==> config.mk <==
export PLATFORM = sky130hd
export DESIGN_NAME = ring_buffer_fifo_batch_pop_top
export DESIGN_NICKNAME = d
export VERILOG_FILES = /design/src/sv/rbfb_pkg.sv /design/src/sv/rbfb_front.sv /design/src/sv/rbfb_outq.sv /design/src/sv/rbfb_back.sv /design/src/sv/ring_buffer_fifo_batch_pop_top.sv
export SDC_FILE = /design/constraint.sdc
export NUM_CORES = 2
export LEC_CHECK = 0
export ABC_CLOCK_PERIOD_IN_PS = 7800
export BUFFER_PORTS_ARGS = -buffer_cell sky130_fd_sc_hd__buf_2
export CELL_PAD_IN_SITES_DETAIL_PLACEMENT = 0
export CELL_PAD_IN_SITES_GLOBAL_PLACEMENT = 1
export CORE_ASPECT_RATIO = 1.2
export CORE_MARGIN = 2
export CORE_UTILIZATION = 53
export DETAILED_ROUTE_END_ITERATION = 8
export PLACE_DENSITY_LB_ADDON = 0.08
export SYNTH_ARGS = -nofsm -noshare
export SYNTH_HDL_FRONTEND = slang
export SYNTH_HIERARCHICAL = 1
export SYNTH_MEMORY_MAX_BITS = 65536
export SYNTH_SLANG_ARGS = --single-unit
export TNS_END_PERCENT = 50
==> constraint.sdc <==
create_clock -name i_clk -period 7.8 [get_ports i_clk]
set_input_delay 0.78 -clock i_clk [delete_from_list [all_inputs] [get_ports i_clk]]
set_output_delay 0.78 -clock i_clk [all_outputs]
set_load 0.02 [all_outputs]
==> src/sv/rbfb_pkg.sv <==
// Shared types and constants for the batch-pop ring buffer FIFO.
// Used by rbfb_front, rbfb_back, rbfb_outq and the top level.
`default_nettype none

package rbfb_pkg;

    // Parameter defaults
    localparam int CELLS_DEF  = 64;
    localparam int DATA_W_DEF = 64;

    // Fixed field widths of the channels
    localparam int FIELD_DATA_W = 64;
    localparam int LEN_W        = 6;
    localparam int CNT_W        = 6;

    // Operation codes
    localparam logic FUNC_PUSH = 1'b0;
    localparam logic FUNC_POP  = 1'b1;

    // One accepted command as it waits for the executor
    typedef struct packed {
        logic                    func;
        logic [FIELD_DATA_W-1:0] data;
        logic [CNT_W-1:0]        count;
    } t_cmd;

    // One result beat
    typedef struct packed {
        logic                    push_accepted;
        logic                    item_valid;
        logic [FIELD_DATA_W-1:0] item_data;
        logic                    last;
        logic [LEN_W-1:0]        length_now;
        logic                    is_empty;
    } t_res;

endpackage

`default_nettype wire

==> src/sv/rbfb_front.sv <==
// Front end: accepts input beats and holds them in a two-entry command queue.
// Depends on rbfb_pkg for the command type.
`default_nettype none

module rbfb_front (
    input  wire logic          i_clk,
    input  wire logic          i_rst_n,
    input  wire logic          i_valid,
    output logic               o_stall,
    input  wire rbfb_pkg::t_cmd i_cmd,
    output logic               o_cmd_valid,
    output rbfb_pkg::t_cmd     o_cmd,
    input  wire logic          i_cmd_take
);
    import rbfb_pkg::*;

    t_cmd       r_q [2];
    logic       r_wp, r_rp;
    logic [1:0] r_cnt;
    logic       w_put;

    // Stall only when both entries are taken
    assign o_stall     = (r_cnt == 2'd2);
    assign w_put       = i_valid && !o_stall;
    assign o_cmd_valid = (r_cnt != 2'd0);
    assign o_cmd       = r_q[r_rp];

    // Store accepted beats, normalizing the unused fields of each operation
    always_ff @(posedge i_clk) begin
        if (w_put) begin
            r_q[r_wp].func  <= i_cmd.func;
            r_q[r_wp].data  <= (i_cmd.func == FUNC_PUSH) ? i_cmd.data : '0;
            r_q[r_wp].count <= (i_cmd.func == FUNC_POP) ? i_cmd.count : '0;
        end
    end

    // Advance pointers and occupancy
    always_ff @(posedge i_clk) begin
        if (!i_rst_n) begin
            r_wp  <= 1'b0;
            r_rp  <= 1'b0;
            r_cnt <= 2'd0;
        end else begin
            if (w_put) begin
                r_wp <= ~r_wp;
            end
            if (i_cmd_take) begin
                r_rp <= ~r_rp;
            end
            r_cnt <= 2'(r_cnt + 2'(w_put) - 2'(i_cmd_take));
        end
    end

endmodule

`default_nettype wire

==> src/sv/rbfb_outq.sv <==
// Output queue: two result entries that decouple the executor from the sink.
// Depends on rbfb_pkg for the result type.
`default_nettype none

module rbfb_outq (
    input  wire logic           i_clk,
    input  wire logic           i_rst_n,
    input  wire logic           i_push,
    input  wire rbfb_pkg::t_res i_res,
    output logic                o_valid,
    input  wire logic           i_stall,
    output rbfb_pkg::t_res      o_res,
    output logic [1:0]          o_cnt,
    output logic                o_pop
);
    import rbfb_pkg::*;

    t_res       r_q [2];
    logic       r_wp, r_rp;
    logic [1:0] r_cnt;

    assign o_valid = (r_cnt != 2'd0);
    assign o_res   = r_q[r_rp];
    assign o_cnt   = r_cnt;
    assign o_pop   = o_valid && !i_stall;

    // Capture result beats
    always_ff @(posedge i_clk) begin
        if (i_push) begin
            r_q[r_wp] <= i_res;
        end
    end

    // Advance pointers and occupancy
    always_ff @(posedge i_clk) begin
        if (!i_rst_n) begin
            r_wp  <= 1'b0;
            r_rp  <= 1'b0;
            r_cnt <= 2'd0;
        end else begin
            if (i_push) begin
                r_wp <= ~r_wp;
            end
            if (o_pop) begin
                r_rp <= ~r_rp;
            end
            r_cnt <= 2'(r_cnt + 2'(i_push) - 2'(o_pop));
        end
    end

endmodule

`default_nettype wire

==> src/sv/rbfb_back.sv <==
// Back end: executes push and pop commands on the cell memory and pointers.
// Depends on rbfb_pkg; feeds rbfb_outq one result beat per cycle at most.
`default_nettype none

module rbfb_back #(
    parameter int CELLS      = rbfb_pkg::CELLS_DEF,
    parameter int DATA_WIDTH = rbfb_pkg::DATA_W_DEF
) (
    input  wire logic           i_clk,
    input  wire logic           i_rst_n,
    input  wire logic           i_cmd_valid,
    input  wire rbfb_pkg::t_cmd i_cmd,
    output logic                o_cmd_take,
    input  wire logic [1:0]     i_outq_cnt,
    input  wire logic           i_out_pop,
    output logic                o_res_valid,
    output rbfb_pkg::t_res      o_res
);
    import rbfb_pkg::*;

    localparam int PTR_W = $clog2(CELLS);
    localparam logic [PTR_W-1:0] FULL_LEN = PTR_W'(CELLS - 1);

    logic [DATA_WIDTH-1:0] r_mem [CELLS];
    logic [DATA_WIDTH-1:0] r_rdata;

    logic [PTR_W-1:0] r_wr, n_wr, r_rd, n_rd;
    logic [PTR_W-1:0] w_len, w_len_after;
    logic             r_active, n_active;
    logic [CNT_W-1:0] r_left, n_left, w_eff_left;
    logic             r_inf_valid, n_inf_valid;
    t_res             r_inf, n_inf;
    logic [2:0]       w_occ;
    logic             w_issue_ok;
    logic             w_push_do;

    // Keep outq plus the in-flight beat within the queue depth
    assign w_occ      = 3'(i_outq_cnt) + 3'(r_inf_valid) - 3'(i_out_pop);
    assign w_issue_ok = (w_occ < 3'd2);

    assign w_len      = PTR_W'(r_wr - r_rd);
    assign w_eff_left = r_active ? r_left : i_cmd.count;

    // Issue one step of the head command
    always_comb begin
        n_wr        = r_wr;
        n_rd        = r_rd;
        n_active    = r_active;
        n_left      = r_left;
        n_inf_valid = 1'b0;
        n_inf       = '0;
        o_cmd_take  = 1'b0;
        w_push_do   = 1'b0;
        if (i_cmd_valid && w_issue_ok) begin
            n_inf_valid = 1'b1;
            n_inf.last  = 1'b1;
            if (!r_active && i_cmd.func == FUNC_PUSH) begin
                o_cmd_take = 1'b1;
                if (w_len != FULL_LEN) begin
                    w_push_do           = 1'b1;
                    n_wr                = PTR_W'(r_wr + 1'b1);
                    n_inf.push_accepted = 1'b1;
                end
            end else if (!r_active && (w_len == '0 || i_cmd.count == '0)) begin
                // Empty queue or zero count: one empty result
                o_cmd_take = 1'b1;
            end else begin
                n_inf.item_valid = 1'b1;
                n_rd             = PTR_W'(r_rd + 1'b1);
                n_left           = CNT_W'(w_eff_left - 1'b1);
                n_inf.last       = (w_eff_left == CNT_W'(1)) || (w_len == PTR_W'(1));
                if (n_inf.last) begin
                    o_cmd_take = 1'b1;
                    n_active   = 1'b0;
                end else begin
                    n_active   = 1'b1;
                end
            end
        end
        w_len_after      = PTR_W'(n_wr - n_rd);
        n_inf.length_now = LEN_W'(w_len_after);
        n_inf.is_empty   = (w_len_after == '0);
    end

    // Cell memory: one write port, registered read at the read pointer
    always_ff @(posedge i_clk) begin
        if (w_push_do) begin
            r_mem[r_wr] <= i_cmd.data[DATA_WIDTH-1:0];
        end
        r_rdata <= r_mem[r_rd];
    end

    // Hold in-flight beat metadata
    always_ff @(posedge i_clk) begin
        r_inf <= n_inf;
    end

    // Control state
    always_ff @(posedge i_clk) begin
        if (!i_rst_n) begin
            r_wr        <= '0;
            r_rd        <= '0;
            r_active    <= 1'b0;
            r_left      <= '0;
            r_inf_valid <= 1'b0;
        end else begin
            r_wr        <= n_wr;
            r_rd        <= n_rd;
            r_active    <= n_active;
            r_left      <= n_left;
            r_inf_valid <= n_inf_valid;
        end
    end

    // Merge read data into the beat
    always_comb begin
        o_res           = r_inf;
        o_res.item_data = r_inf.item_valid ? FIELD_DATA_W'(r_rdata) : '0;
    end
    assign o_res_valid = r_inf_valid;

endmodule

`default_nettype wire

==> src/sv/ring_buffer_fifo_batch_pop_top.sv <==
// Top level of the batch-pop ring buffer FIFO: front queue, executor, output queue.
// Depends on rbfb_pkg, rbfb_front, rbfb_back and rbfb_outq.
//
//  channel | direction | handshake           | payload
//  --------+-----------+---------------------+----------------------------------------
//  input   | in        | i_valid / o_stall   | i_func, i_push_data, i_pop_count
//  output  | out       | o_valid / i_stall   | o_push_accepted, o_item_valid, o_item_data,
//          |           |                     | o_last, o_length_now, o_is_empty
//
// A push is one executor step; a pop returns min(count, length) words, one per
// step, and a single empty result when that is zero. The executor issues one
// memory read per cycle while the output queue has room, and its registered read
// data reaches the output queue in the following cycle. A result beat passes
// through the command queue, the in-flight register and the output queue.
// Reset clears pointers and queues; the cell memory needs no clearing.
// Output stall backs up into the two-entry output queue, then the executor,
// then the two-entry command queue, which raises o_stall when full.
`default_nettype none

module ring_buffer_fifo_batch_pop_top #(
    parameter int CELLS      = rbfb_pkg::CELLS_DEF,
    parameter int DATA_WIDTH = rbfb_pkg::DATA_W_DEF
) (
    input  wire logic        i_clk,
    input  wire logic        i_rst_n,
    input  wire logic        i_valid,
    output logic             o_stall,
    input  wire logic        i_func,
    input  wire logic [63:0] i_push_data,
    input  wire logic [5:0]  i_pop_count,
    output logic             o_valid,
    input  wire logic        i_stall,
    output logic             o_push_accepted,
    output logic             o_item_valid,
    output logic [63:0]      o_item_data,
    output logic             o_last,
    output logic [5:0]       o_length_now,
    output logic             o_is_empty
);
    import rbfb_pkg::*;

    t_cmd       w_in_cmd, w_cmd;
    logic       w_cmd_valid, w_cmd_take;
    t_res       w_res, w_out_res;
    logic       w_res_valid;
    logic [1:0] w_outq_cnt;
    logic       w_out_pop;

    assign w_in_cmd.func  = i_func;
    assign w_in_cmd.data  = i_push_data;
    assign w_in_cmd.count = i_pop_count;

    rbfb_front u_front (
        .i_clk       (i_clk),
        .i_rst_n     (i_rst_n),
        .i_valid     (i_valid),
        .o_stall     (o_stall),
        .i_cmd       (w_in_cmd),
        .o_cmd_valid (w_cmd_valid),
        .o_cmd       (w_cmd),
        .i_cmd_take  (w_cmd_take)
    );

    rbfb_back #(
        .CELLS      (CELLS),
        .DATA_WIDTH (DATA_WIDTH)
    ) u_back (
        .i_clk       (i_clk),
        .i_rst_n     (i_rst_n),
        .i_cmd_valid (w_cmd_valid),
        .i_cmd       (w_cmd),
        .o_cmd_take  (w_cmd_take),
        .i_outq_cnt  (w_outq_cnt),
        .i_out_pop   (w_out_pop),
        .o_res_valid (w_res_valid),
        .o_res       (w_res)
    );

    rbfb_outq u_outq (
        .i_clk   (i_clk),
        .i_rst_n (i_rst_n),
        .i_push  (w_res_valid),
        .i_res   (w_res),
        .o_valid (o_valid),
        .i_stall (i_stall),
        .o_res   (w_out_res),
        .o_cnt   (w_outq_cnt),
        .o_pop   (w_out_pop)
    );

    // Split the result beat onto the ports
    assign o_push_accepted = w_out_res.push_accepted;
    assign o_item_valid    = w_out_res.item_valid;
    assign o_item_data     = w_out_res.item_data;
    assign o_last          = w_out_res.last;
    assign o_length_now    = w_out_res.length_now;
    assign o_is_empty      = w_out_res.is_empty;

endmodule

`default_nettype wire

; Yosys cells after proc, flatten, opt, wreduce, memory -nomap -nowiden
; Memory sizes are Yosys's and may differ from the RTL's. A register that Yosys moved wholly into a read port is not among the register bits.
; Cells that the tools add are included.
[word_totals]
regBits = 38
ram_bits = 4386
input_bits = 75
out_inout_bits = 76
wordCells = 92
mem_count = 3
[op_classes]
add_sub_neg = 11
n_lt_le_gt_ge = 1
n_eq_ne = 4
n_mux = 32
bitwise_logic = 8
n_reduce_logical = 17
[memory_table]
columns = name, depth, word_bits, rd, rd_ports_with_merged_regs, wr, line_no
row1 = u_back.r_mem, 64, 64, 1, 1, 1, rbfb_back.sv:24  ; logic [DATA_WIDTH-1:0] r_mem [CELLS];
row2 = u_outq.r_q, 2, 74, 1, 1, 1, rbfb_outq.sv:18  ; t_res r_q [2];
row3 = u_front.r_q, 2, 71, 1, 1, 1, rbfb_front.sv:17  ; t_cmd r_q [2];
[ops]
columns = operator, n
row1 = 2-to-1 mux 64 bit, 2
row2 = 2-to-1 mux 6 bit, 8
row3 = 2-to-1 mux 1 bit, 22
row4 = zero test 6 bit, 3
row5 = adder 6 x 1 -> 6 bit (second input constant), 2
row6 = == test 6 x 1 -> 1 bit (second input constant), 2
row7 = subtractor 6 bit, 2
row8 = NOT 1 bit, 8
row9 = inequality test 6 bit (second input constant), 1
row10 = subtractor 6 x 1 -> 6 bit (second input constant), 1
row11 = logical AND 1 bit, 5
row12 = adder 2 x 1 -> 2 bit, 2
row13 = nonzero test 2 bit, 2
row14 = subtractor 2 x 1 -> 2 bit, 2
row15 = adder 2 x 1 -> 3 bit, 1
row16 = zero test 1 bit, 3
row17 = < comparator 3 x 2 -> 1 bit (second input constant), 1
row18 = AND reduction 3 bit, 1
row19 = subtractor 3 x 1 -> 3 bit, 1
row20 = == test 2 bit (second input constant), 1
row21 = logical OR 1 bit, 2
row22 = OR reduction 2 bit, 1

; Depth between registers and ports, before layout
[logic_depth]
ltp_word = 9
mapped_depth = 23

; Hierarchy
; The synthesis kept the hierarchy.
[by_module_without_submodules]
columns = module, instances, cells_per_inst, area_each_um2
row1 = rbfb_back, 1, 6277, 158777.3
row2 = rbfb_front, 1, 323, 6213.5
row3 = rbfb_outq, 1, 252, 5826.8

; Worst setup path after synthesis
; OpenSTA, ideal clock, no wires.
[synth_path]
kind = register to register
from = reg u_back.r_rd[3]
to = mem u_back/r_mem[58][0] (netlist name), enable pin
setup_ns = 0.487
arrival_ns = 6.189
t_required_ns = 7.313
path_slack_ns = 1.125
stages_incl_launch_ff = 16
synth_period_minus_slack_ns = 6.675
cell_sequence = dfxtp_1 -> clkbuf_1 -> clkbuf_1 -> clkbuf_1 -> inv_1 -> clkbuf_1 -> ha_1 -> o21ai_0 -> a21oi_1 -> or4_1 -> o311a_1 -> buf_6 -> o211ai_1 -> or4b_2 -> clkbuf_1 -> nor2_1
[synth_between]
elab_chain_len = 7
[synth_lines]
columns = element, line_no
row1 = start: declaration, rbfb_back.sv:27  ; logic [PTR_W-1:0] r_wr, n_wr, r_rd, n_rd;
row2 = start signal: assignment, rbfb_back.sv:108  ; r_rd <= n_rd;
row3 = subtractor 6 bit, rbfb_back.sv:41  ; assign w_len = PTR_W'(r_wr - r_rd);
row4 = inequality test 6 bit, rbfb_back.sv:59  ; if (w_len != FULL_LEN) begin
row5 = 2-to-1 mux 1 bit, rbfb_back.sv:59
row6 = 2-to-1 mux 1 bit, --
row7 = 2-to-1 mux 1 bit, rbfb_back.sv:54  ; if (i_cmd_valid && w_issue_ok) begin
row8 = 2-to-1 mux 1 bit, rbfb_back.sv:87  ; if (w_push_do) begin
row9 = 2-to-1 mux 1 bit (not written as such), rbfb_back.sv:88  ; r_mem[r_wr] <= i_cmd.data[DATA_WIDTH-1:0];
row10 = end: declaration, rbfb_back.sv:24
; Every way passes these cells.

; Final worst setup path
[layout_path]
from = reg u_back.r_rd[4]
to = mem u_back/r_mem[2][11] (netlist name), enable pin
; Same word-level chain as after synthesis.

==> flow_summary_export.csv <==
group,metric,value,unit
run_status,status,"finished, final reports clean",
power_and_ir_drop,seq_power_share,0.485,
min_path,hold_start,"i_push_data[33]",
power_and_ir_drop,switchingPower,15.1,mW
clocking,clock-sinks,4490,
setup_path,path_class,"reg2reg",
placed_design,gp_congestion,0.796,
die,start_util,0.532,
die,die_w,522,µm
setup_path,r2r_slack,1.32,ns
logic_synthesis,yosysTopAreaCellShare,0.771,
logic_synthesis,ys_top_cells_by_count,"edfxtp_1 (4386), mux4_2 (1328), clkbuf_1 (192)",
grt,gr-usage-all-layers,0.280,
finish,register_area,0.134,mm²
routing,drc,0,
setup_path,critical_path_required,8.43,ns
timing,clock_skew,0.0467,ns
logic_synthesis,netlist_instances,6852,
logic_synthesis,synthArstFlopShare,0,
clocking,insertion_delay,0.97,ns
die,dieArea,0.327,mm²
timing,setup-violations-final,0,
logic_synthesis,synth_top_area_cell,"edfxtp_1",
logic_synthesis,synth_flop_cell,"edfxtp_1",
clocking,post_cts_resized,0,
logic_synthesis,synth.most_common_cell,"edfxtp_1",
timing,tns,0,ns
setup_path,slowest_delay,1.03,ns
timing,min_period,6.48,ns
routing,wirelength,454000,µm
setup_path,r2r-end,"u_back/r_mem[2][11]",
timing,rsz0062_at_grt,"false",
grt,antenna_found_initial,31,
routing,vias,77639,
power_and_ir_drop,p_int,45.0,mW
timing,fin_ws,1.32,ns
die,coreArea,0.321,mm²
logic_synthesis,yosys_warnings,6,
clocking,cts_hold_buf,0,
power_and_ir_drop,ir_drop,0.302,mV
timing,worst_pin_slew,1.20,ns
die,io_pins,151,
setup_path,crit_buf_inv,2,
placed_design,io_buffers,150,
logic_synthesis,synth_area_per_cell,24.9,µm²
setup_path,slowest_stage,"or4b_2",
die,dieHeight,626,µm
logic_synthesis,synth-edff-count,4386,
power_and_ir_drop,finalPower,60.1,mW
power_and_ir_drop,combPwrFrac,0.166,
finish,utilization,0.599,
clocking,clk_path_buf_depth,4,
min_path,whs_path_depth,2,
setup_path,critPathTopFamily,"simple AND/OR/NAND/NOR gates",
setup_path,setup.worst_path.start_class,"flip-flop",
logic_synthesis,synth_seq_cells,4490,
routing,ant_nets,0,
setup_path,timing.rr.start,"u_back/r_rd[4]",
finish,drive_gt1_frac,0.332,
timing,slew_viol_final,0,
grt,grt_max_degree,149,
power_and_ir_drop,clockPowerShare,0.349,
logic_synthesis,seq_area_frac_synth,0.783,
logic_synthesis,ys_top_cells_by_area,"edfxtp_1 (77%), mux4_2 (18%), dfxtp_1 (1.2%)",
finish,final_cells,11911,
min_path,hold_class,"in2reg",
timing,finalHoldViolations,0,
routing,firstDrtPassIters,6,
run,cap_violations,0,
finish,fin_area,0.192,mm²
timing,hold_ws,0.127,ns
clocking,clk_pin_slew,0.06,ns
clocking,tritoncts,"yes",
timing,finalCritPeriodShare,0.831,
power_and_ir_drop,p_leak,58.7,nW
clocking,cts_made_buffers,430,
timing,max_slew_margin,0.198,
placed_design,hpwlAfterDp,249000,µm
finish,multi_input_area,0.0357,mm²
logic_synthesis,syn_area,0.171,mm²
timing,fmax,154,MHz
finish,area_delta_synth_final,12.5,%
setup_path,crit_path_end_kind,"flip-flop",
clocking,post_cts_buffers,0,
grt,grt_pass1_vias,79156,
setup_path,path_cells,"clkinv_2 > ha_1 > and2_1 > o21a_1 > a31oi_1 > o311a_1 > o211ai_1 > or4b_2 > nor2_4 > buf_4",
placed_design,dp_cells,11105,
logic_synthesis,synth_fp_nets,6949,
clocking,cts_htree_levels,5,
setup_path,worstRegToRegCells,10,
routing,wl_per_cell,38.1,µm
power_and_ir_drop,power_density,313,mW/mm²
placed_design,pre_cts_slack,1.22,ns
clocking,clockRootBuffer,"clkbuf_16",
finish,num-fill-cells,22305,
setup_path,cp.arrival,7.11,ns
min_path,holdPathEnd,"u_front/r_q[0][39]",
grt,grt_pass1_wl,632000,µm
grt,grt_overflow,0,
placed_design,post_dp_cell_area,0.178,mm²
setup_path,cp_max_fo,27,
power_and_ir_drop,switching_share,0.251,
logic_synthesis,ys_types,61,
routing,drt_iter0_drc,9993,
routing,avgViaCountPerCell,6.52,
die,rows,228,
finish,nets,7379,
-- metal layers --
metal  track usage  part of all wire  up-vias
met5             0          0.000053        -
met4        0.0681             0.026        4
met3        0.0383             0.073      584
met2         0.468              0.51     3638
met1         0.396              0.39    42973
li1              -                 -    30440
-- kinds of logic after synthesis --
| logic type | after synthesis | synth area share |
|---|---|---|
| compound gates | 87 | 0.00351 |
| xor+xnor | 23 | 0.00137 |
| fa+ha+maj | 22 | 0.00174 |
| buf+inv | 382 | 0.0105 |
| flops | 4490 | 0.783 |
| mux | 1482 | 0.188 |
| simple gates | 366 | 0.0117 |
-- worst max-delay path by stage --
stage	startpoint	end	slack, ns	cells after the start
4_1_cts	u_back/r_rd[4]	u_back/r_mem[2][11]	1.24	10
5_1_grt	u_back/r_rd[4]	u_back/r_mem[2][59]	1.11	10
6_report	u_back/r_rd[4]	u_back/r_mem[2][11]	1.32	10
3_5_place_dp	u_back/r_rd[4]	u_back/r_mem[2][55]	1.22	10
3_3_place_gp	u_back/r_rd[4]	u_back/r_mem[53][46]	1.11	10
2_1_floorplan	u_back/r_rd[3]	u_back/r_mem[58][0]	1.12	15
-- worst register-to-register path, delay by kind of cell (launching register included) --
kind | cells | cell delay [ns]
AND/OR/NAND/NOR | 3 | 2.15
AO/OA/AOI/OAI | 4 | 1.02
buffers and inverters | 2 | 1.46
flip-flops | 1 | 0.81
adder cells (fa/ha/maj) | 1 | 0.69
-- power groups by stage --
stage | Clock, mW | Sequential [mW] | Combinational (mW)
after floorplan | 0 | 29.3 | 7.08
after global placement | 0 | 29.6 | 10.1
after detailed placement | 0 | 29.6 | 10.2
after CTS | 21.3 | 29.1 | 10.2
after global routing | 22.2 | 29.2 | 10.6
final | 21.0 | 29.1 | 9.99
-- area by class of cell --
| cell class | count | area share |
|---|---|---|
| clock inverters | 236 | 0.0126 |
| diodes | 7 | 0.0000912 |
| flip-flops and latches | 4490 | 0.696 |
| well taps | 4255 | 0.0277 |
| clock buffers | 563 | 0.0609 |
| multi-input cells | 1980 | 0.186 |
| repair buffers | 355 | 0.0156 |
| inverters | 25 | 0.000534 |
-- state kept, by name (all words and copies together) (netlist names), 2 cells and up, named ones only --
signal          flops
u_back/o_res       10
u_outq/o_cnt        2
u_back/r_mem     4096
u_back/r_rd         6
u_outq/r_q        148
u_front/r_q       142
u_back/r_left       6
u_front/r_cnt       2
u_back/r_rdata     64
u_back/r_wr         6
-- cells in the final DEF (no fill, tap or decap), drive strengths merged, types with 6 or more instances in the layout --
cell / count
a211oi: 19
mux2: 145
and2: 94
xnor2: 14
ha: 19
or4: 9
nand3: 10
diode: 7
a21oi: 10
nand2b: 8
clkinv: 170
xor2: 8
mux4: 1328
nor2b: 34
o21ai: 11
nand2: 51
bufinv: 46
dfxtp: 104
inv: 35
nand3b: 6
mux2i: 9
nor3: 8
nor2: 90
buf: 355
a31oi: 20
clkbuf: 563
clkinvlp: 10
and2b: 36
edfxtp: 4386
No activity file was read; power rests on OpenSTA's default activity.
